[src/rtl/stcl_pkg.sv]
// ----------------------------------------------------------------------------
// stcl_pkg
// shared types, constants and command codes of the stripe component labeler
// ----------------------------------------------------------------------------
`default_nettype none

package stcl_pkg;

  // default image limits
  localparam int unsigned MAX_WIDTH_DEF  = 128;
  localparam int unsigned MAX_HEIGHT_DEF = 128;

  // field widths
  localparam int unsigned PIXEL_W = 8;
  localparam int unsigned INDEX_W = 14;
  localparam int unsigned VALUE_W = 13;
  localparam int unsigned LABEL_W = 16;
  localparam int unsigned CFG_W   = 8;
  localparam int unsigned S_DATA_W = 24;
  localparam int unsigned M_DATA_W = 16;

  localparam logic [CFG_W-1:0] DIM_RESET = 8'd128;

  // register indexes
  typedef enum logic [0:0] {
    REG_IMAGE_WIDTH  = 1'b0,
    REG_IMAGE_HEIGHT = 1'b1
  } cfg_reg_e;

  // input command codes
  localparam logic CMD_LOAD = 1'b0;
  localparam logic CMD_READ = 1'b1;

  // result kinds
  localparam logic KIND_COUNT = 1'b0;
  localparam logic KIND_LABEL = 1'b1;

  // neighbor walk order
  typedef enum logic [2:0] {
    NB_LEFT    = 3'd0,
    NB_UPLEFT  = 3'd1,
    NB_UP      = 3'd2,
    NB_UPRIGHT = 3'd3,
    NB_END     = 3'd4
  } nb_e;

  // datapath operations
  typedef enum logic [3:0] {
    OP_NONE,
    OP_LOAD,
    OP_READ,
    OP_RD_OUT,
    OP_PIX_RD,
    OP_PIX_ROOT,
    OP_NB_RD,
    OP_NB_SKIP,
    OP_FIND_A,
    OP_FIND_STEP1,
    OP_FIND_STEP2,
    OP_FIND_NEXT,
    OP_LINK,
    OP_PAR_RD,
    OP_NEW_LABEL,
    OP_COPY_RD
  } dp_op_e;

  // copy write, finish and advance are flags beside the operation code
  typedef struct packed {
    dp_op_e op;
    logic   copy_wr;
    logic   finish;
    logic   advance;
  } dp_cmd_t;

  typedef struct packed {
    logic load_last;
    logic out_free;
    logic pix_fg;
    logic nb_done;
    logic nb_valid;
    logic find_root;
    logic find_second;
    logic par_self;
    logic cur_last;
  } dp_status_t;

endpackage

`default_nettype wire

[src/rtl/stcl_ctrl.sv]
// ----------------------------------------------------------------------------
// stcl_ctrl
// sequencer for load, read, union pass and relabel pass
// ----------------------------------------------------------------------------
`default_nettype none

module stcl_ctrl (
  input  wire logic                clk_i,
  input  wire logic                rst_ni,
  input  wire logic                s_valid_i,
  input  wire logic                command_i,
  output logic                     s_ready_o,
  input  wire stcl_pkg::dp_status_t st_i,
  output stcl_pkg::dp_cmd_t        cmd_o
);

  typedef enum logic [13:0] {
    S_IDLE     = 14'b00000000000001,
    S_READ     = 14'b00000000000010,
    S_P1_RD    = 14'b00000000000100,
    S_P1_CK    = 14'b00000000001000,
    S_NB_SEL   = 14'b00000000010000,
    S_NB_CK    = 14'b00000000100000,
    S_FIND_CK1 = 14'b00000001000000,
    S_FIND_CK2 = 14'b00000010000000,
    S_P2_RD    = 14'b00000100000000,
    S_P2_CK    = 14'b00001000000000,
    S_P2_PCK   = 14'b00010000000000,
    S_P2_LCK   = 14'b00100000000000,
    S_DONE     = 14'b01000000000000,
    S_SPARE    = 14'b10000000000000
  } state_e;

  state_e state_q, state_d;

  always_comb begin
    state_d       = state_q;
    cmd_o         = '0;
    cmd_o.op      = stcl_pkg::OP_NONE;
    s_ready_o     = (state_q == S_IDLE) && st_i.out_free;
    case (state_q)
      S_IDLE: begin
        if (s_valid_i && s_ready_o) begin
          if (command_i == stcl_pkg::CMD_READ) begin
            cmd_o.op = stcl_pkg::OP_READ;
            state_d  = S_READ;
          end else begin
            cmd_o.op = stcl_pkg::OP_LOAD;
            if (st_i.load_last) state_d = S_P1_RD;
          end
        end
      end
      S_READ: begin
        cmd_o.op = stcl_pkg::OP_RD_OUT;
        state_d  = S_IDLE;
      end
      S_P1_RD: begin
        cmd_o.op = stcl_pkg::OP_PIX_RD;
        state_d  = S_P1_CK;
      end
      S_P1_CK: begin
        if (st_i.pix_fg) begin
          cmd_o.op = stcl_pkg::OP_PIX_ROOT;
          state_d  = S_NB_SEL;
        end else begin
          cmd_o.advance = 1'b1;
          state_d       = st_i.cur_last ? S_P2_RD : S_P1_RD;
        end
      end
      S_NB_SEL: begin
        if (st_i.nb_done) begin
          cmd_o.advance = 1'b1;
          state_d       = st_i.cur_last ? S_P2_RD : S_P1_RD;
        end else if (st_i.nb_valid) begin
          cmd_o.op = stcl_pkg::OP_NB_RD;
          state_d  = S_NB_CK;
        end else begin
          cmd_o.op = stcl_pkg::OP_NB_SKIP;
        end
      end
      S_NB_CK: begin
        if (st_i.pix_fg) begin
          cmd_o.op = stcl_pkg::OP_FIND_A;
          state_d  = S_FIND_CK1;
        end else begin
          cmd_o.op = stcl_pkg::OP_NB_SKIP;
          state_d  = S_NB_SEL;
        end
      end
      S_FIND_CK1: begin
        if (st_i.find_root) begin
          if (st_i.find_second) begin
            cmd_o.op = stcl_pkg::OP_LINK;
            state_d  = S_NB_SEL;
          end else begin
            cmd_o.op = stcl_pkg::OP_FIND_NEXT;
          end
        end else begin
          cmd_o.op = stcl_pkg::OP_FIND_STEP1;
          state_d  = S_FIND_CK2;
        end
      end
      S_FIND_CK2: begin
        cmd_o.op = stcl_pkg::OP_FIND_STEP2;
        state_d  = S_FIND_CK1;
      end
      S_P2_RD: begin
        cmd_o.op = stcl_pkg::OP_PIX_RD;
        state_d  = S_P2_CK;
      end
      S_P2_CK: begin
        if (st_i.pix_fg) begin
          cmd_o.op = stcl_pkg::OP_PAR_RD;
          state_d  = S_P2_PCK;
        end else begin
          cmd_o.advance = 1'b1;
          state_d       = st_i.cur_last ? S_DONE : S_P2_RD;
        end
      end
      S_P2_PCK: begin
        if (st_i.par_self) begin
          cmd_o.op      = stcl_pkg::OP_NEW_LABEL;
          cmd_o.advance = 1'b1;
          state_d       = st_i.cur_last ? S_DONE : S_P2_RD;
        end else begin
          cmd_o.op = stcl_pkg::OP_COPY_RD;
          state_d  = S_P2_LCK;
        end
      end
      S_P2_LCK: begin
        cmd_o.copy_wr = 1'b1;
        cmd_o.advance = 1'b1;
        state_d       = st_i.cur_last ? S_DONE : S_P2_RD;
      end
      S_DONE: begin
        if (st_i.out_free) begin
          cmd_o.finish = 1'b1;
          state_d      = S_IDLE;
        end
      end
      default: state_d = S_IDLE;
    endcase
  end

  always_ff @(posedge clk_i or negedge rst_ni) begin
    if (!rst_ni) begin
      state_q <= S_IDLE;
    end else begin
      state_q <= state_d;
    end
  end

endmodule

`default_nettype wire

[config.mk]
export PLATFORM = sky130hd
export DESIGN_NAME = stcl_ctrl
export DESIGN_NICKNAME = d
export VERILOG_FILES = /design/src/rtl/stcl_pkg.sv /design/src/rtl/stcl_ctrl.sv
export SDC_FILE = /design/constraint.sdc
export NUM_CORES = 1
export LEC_CHECK = 0
export BUFFER_PORTS_ARGS = -buffer_cell sky130_fd_sc_hd__buf_2
export CAP_MARGIN = 20
export CORE_MARGIN = 3
export CORE_UTILIZATION = 58
export CTS_CLUSTER_DIAMETER = 100
export DETAILED_ROUTE_END_ITERATION = 10
export PLACE_DENSITY = 0.93
export SLEW_MARGIN = 20
export SYNTH_ARGS = -nofsm -noshare
export SYNTH_HDL_FRONTEND = slang
export SYNTH_SLANG_ARGS = --single-unit
[constraint.sdc]
create_clock -name clk_i -period 2.6 [get_ports clk_i]
set_input_delay 0.26 -clock clk_i [delete_from_list [all_inputs] [get_ports clk_i]]
set_output_delay 0.26 -clock clk_i [all_outputs]
set_load 0.03 [all_outputs]
Word level (Yosys, flattened, before mapping)
Cells that the tools add are included.
Storage, ports and cells
  register bits: 14
Operators by class
  equality and inequality tests: 18
  mux-type cells: 33
  reduce and logical (&&, ||, !) cells: 5
Operators by type and width (count)
  $pmux 14 s12: 1
  $mux 14: 8
  $pmux 4 s10: 1
  $mux 13: 3
  $mux 9: 2
  $eq 14x1->1 const B: 1
  $eq 14x10->1 const B: 1
  $eq 14x11->1 const B: 1
  $eq 14x12->1 const B: 1
  $eq 14x13->1 const B: 1
  $eq 14x2->1 const B: 1
  $eq 14x3->1 const B: 1
  $eq 14x4->1 const B: 1
  $eq 14x5->1 const B: 1
  $eq 14x6->1 const B: 1
  $eq 14x7->1 const B: 1
  $eq 14x8->1 const B: 1
  $eq 14x9->1 const B: 1
  $mux 4: 3
  $mux 3: 3
  $ne 3x3->1 const B: 3
  $mux 1: 8
  $mux 7: 1
  $reduce_and 5->1: 1
  6 further kinds: 9

Longest topological paths before layout
  depth in word-level cells: 5
  gate-level depth with buffers: 6
  gate-level depth less buffers: 5

Worst setup path after synthesis
No wires, ideal clock.
  path kind: register -> register
  start: register state_q[1]
  end: register state_q[0]
  setup time: 111 ps
  arrival: 1939 ps
  data required time: 2489 ps
  path slack: 549 ps
  cell stages (with the launch flop): 6
  buffers on the path: 1
  clock period less this slack: 2051 ps
  path through: dfrtp_1 -> buf_6 -> nor4_4 -> nand2_1 -> nor4_2 -> o41ai_1
Between the ends
  longest elaborated chain between the ends: 5
  elaborated cells on any way between the ends: 21
  those cells by class: eq/ne: 17; mux: 1; reduce/logical: 3
RTL lines
  start: declaration: RTL line stcl_ctrl.sv:34  | state_e state_q, state_d;
  start signal: assignment: RTL line stcl_ctrl.sv:149  | state_q <= state_d;
  $eq 14x1->1: RTL line stcl_ctrl.sv:40, stcl_ctrl.sv:41
  $logic_and 1x1->1: RTL line stcl_ctrl.sv:40  | s_ready_o = (state_q == S_IDLE) && st_i.out_free;
  $logic_and 1x1->1: RTL line stcl_ctrl.sv:43  | if (s_valid_i && s_ready_o) begin
  $ne 2x1->1 (no line)
  $reduce_and 5->1 (no line)
Several ways; a longest one is shown, not always the timed one.
A chain may end at the register's enable or synchronous reset.

==> flow_summary_export.csv <==
group,metric,value,unit
global_route,grt_overflow_total,0,
yosys,synth_top_cells_by_count,"nor2_1, nand2_1, dfrtp_1",
timing,fmax,405,MHz
timing,post-route-period-util,94.9,%
floorplan,dieWidth,49.2,um
timing,relSlewSlack,65.1,%
detailed_routing,wire_per_inst,16.3,um
pwr,power.internal,394,uW
global_route,grt.total_usage,24.2,%
floorplan,start_util,66.4,%
timing,skew,0.00414,ns
flow_run,cap_violations,0,
floorplan,die_h,49.2,um
timing,setup_viol,0,
clocking,cts_root_buf,"clkbuf_4",
placement,dpl_cell_area,1150,sq um
finish,largest_reg_flops,13,
finish,largest_register,"state_q",
yosys,ys_async_sr_fraction,100,%
timing,rsz0062_at_grt,"false",
clocking,clk_latency,0.28,ns
detailed_routing,ant_nets,0,
detailed_routing,vias,1157,
clocking,numCtsBuffers,3,
finish,reg_top3,"state_q: 13 flops",
setup_path,cp_max_fo,11,
pwr,p_leak,0.583,nW
detailed_routing,dr.pass1.iters,6,
yosys,ys_seq_area_share,30.2,%
pwr,comb_power_share,41.5,%
timing,hold_viol,0,
floorplan,rows,14,
setup_path,critPathArrivalTime,2.21,ns
yosys,synth_area,1080,sq um
clocking,cts.htree.levels,1,
finish,stdcell_area,1240,sq um
placement,gp_congestion,0.989,
pwr,switchingPower,296,uW
finish,syn2layout_area_growth,14.2,%
pwr,p_clk_share,19.5,%
pwr,powerDensity,559,nW/um^2
yosys,synth_top_flop_cell,"dfrtp_1",
pwr,ir_worst_vdd,0.507,mV
run_status,status,"complete, no violations",
pwr,seqPwrFrac,39.1,%
finish,drive_above_1_share,26.1,%
setup_path,cp-end-kind,"output port",
timing,setup_slack,0.132,ns
setup_path,path_class,"register to output port",
detailed_routing,avgViaCountPerCell,6.54,
yosys,synth_warnings,0,
finish,fin_util,75.9,%
placement,port_buffers,20,
floorplan,dieArea,2420,sq um
yosys,synthCells,132,
yosys,ys_types,45,
timing,final.setup.tns,0,ns
yosys,syn-num-nets,145,
detailed_routing,drcViolationCount,0,
global_route,first_global_vias,1013,
floorplan,core_area,1630,sq um
global_route,grt_pass1_wl,4670,um
global_route,grt_max_degree,14,
setup_path,cp_data_required_time,2.34,ns
timing,worstMarginPinSlew,0.517,ns
global_route,grt_antenna_before_repair,0,
timing,finalMaxSlewViolations,0,
yosys,synth.most_common_cell,"nor2_1",
floorplan,pin_count,21,
setup_path,worst_setup_path_start_kind,"register",
finish,nets,167,
clocking,cts_buffer_depth,2,
pwr,switching_share,42.9,%
clocking,clkSinkCount,13,
clocking,clk_pin_slew,0.09,ns
yosys,synthTopCellsByArea,"dfrtp_1, nor2_1, nand2_1",
detailed_routing,drtIter0Drc,93,
placement,dp_slack,0.387,ns
yosys,synth_edf_count,0,
yosys,ys_ff_latch,13,
yosys,synth.top_cell.area_share,27.7,%
yosys,synth_area_per_cell,8.20,sq um
clocking,cts_tree,"yes",
yosys,synth.largest_area_cell,"dfrtp_1",
timing,period_needed,2.47,ns
finish,antenna_cells,0,
worst_hold_path,hold_class,"primary input to register",
placement,dp_hpwl,2110,um
detailed_routing,routed_wl,2880,um
metrics by stage:
| stage | total power [mW] | std cells | hold slack [ns] |
|---|---|---|---|
| 6_report | 0.691 | 177 | 0.168 |
| 2_1_floorplan | 0.466 | 132 | -0.0356 |
| 3_5_place_dp | 0.537 | 167 | 0.167 |
| 4_1_cts | 0.670 | 172 | 0.174 |
| 3_3_place_gp | 0.535 | 167 | 0.159 |
| 5_1_grt | 0.731 | 177 | 0.171 |
final cells by class:
cell class / count / area, sq um
Clock buffer: 3 / 22.5
Clock inverter: 1 / 5.00
Fill cell: 133 / 393
Inverter: 4 / 15.0
Multi-Input combinational cell: 106 / 688
Sequential cell: 13 / 328
Tap cell: 24 / 30.0
Timing Repair Buffer: 26 / 148
power groups by stage:
stage / Sequential [mW] / Combinational, mW / Clock (mW)
floorplan: 0.250 / 0.216 / 0
global placement: 0.270 / 0.265 / 0
detailed placement: 0.272 / 0.265 / 0
CTS: 0.268 / 0.270 / 0.133
global route: 0.274 / 0.311 / 0.147
finish: 0.270 / 0.287 / 0.134
cells in the final DEF (no fill, tap or decap), types with 2 or more instances in the layout:
cell type,netlist,final
o2111ai_1,2,2
xor2_1,2,2
nor3_1,4,4
or2_2,2,2
buf_4,1,5
nand3_1,6,6
mux2i_1,2,2
nand2_1,14,14
clkbuf_4,0,3
nand3b_1,2,2
nor4_4,2,2
o21ai_0,4,4
a32oi_1,2,2
and3_1,2,2
a21oi_1,5,5
nor2b_1,3,3
nor4b_1,5,4
o211ai_1,2,2
inv_1,4,4
dfrtp_1,12,11
buf_2,5,20
nand4_1,7,7
nor2_1,15,15
nor4_1,5,5
o21a_1,2,2
worst paths after layout:
path | start | to | slack [ns] | cells past startpoint
worst max-delay path | state_q[6] | cmd_o[4] | 0.13 | 6
worst min-delay path | st_i[5] | state_q[5] | 0.17 | 2
worst max register to register | state_q[5] | state_q[4] | 0.79 | 5
worst min register to register | state_q[2] | state_q[3] | 0.64 | 2
max in group asynchronous | rst_ni | state_q[0] | 1.92 | 2
min in group asynchronous | rst_ni | state_q[11] | 0.40 | 2
kinds of logic (layout without fill, tap and decap cells):
family / after synthesis / in the layout / share of synthesized area, %
muxes: 2 / 2 / 1.85
AOI/OAI and AO/OA: 22 / 22 / 14.2
and+or+nand+nor: 79 / 79 / 44.5
xor gates and xnor gates: 3 / 3 / 2.43
buffers and inverters: 13 / 34 / 6.82
DFF: 13 / 13 / 30.2
repair_timing:
item                       CTS  global route
setup buffers                0             5
resized for setup            0             2
setup endpoints to repair    0             5
hold buffers                 1             0
hold endpoints to repair    12             0
worst max-delay path, stage by stage, from the launching register on:
cell      delay (ns)
dfrtp_2         0.50
nor4_4          0.27
buf_4           0.18
nand3_1         0.09
or4_1           0.52
o211ai_1        0.12
buf_2           0.23
layer usage:
layer	global-route usage (%)	wire length [um]	up-vias
li1	-	-	533
met1	35.0	1190	511
met2	35.7	1240	99
met3	4.28	373	14
met4	9.00	78	0
met5	0	0	-
Note: power is estimated with default switching activity, not from simulation.
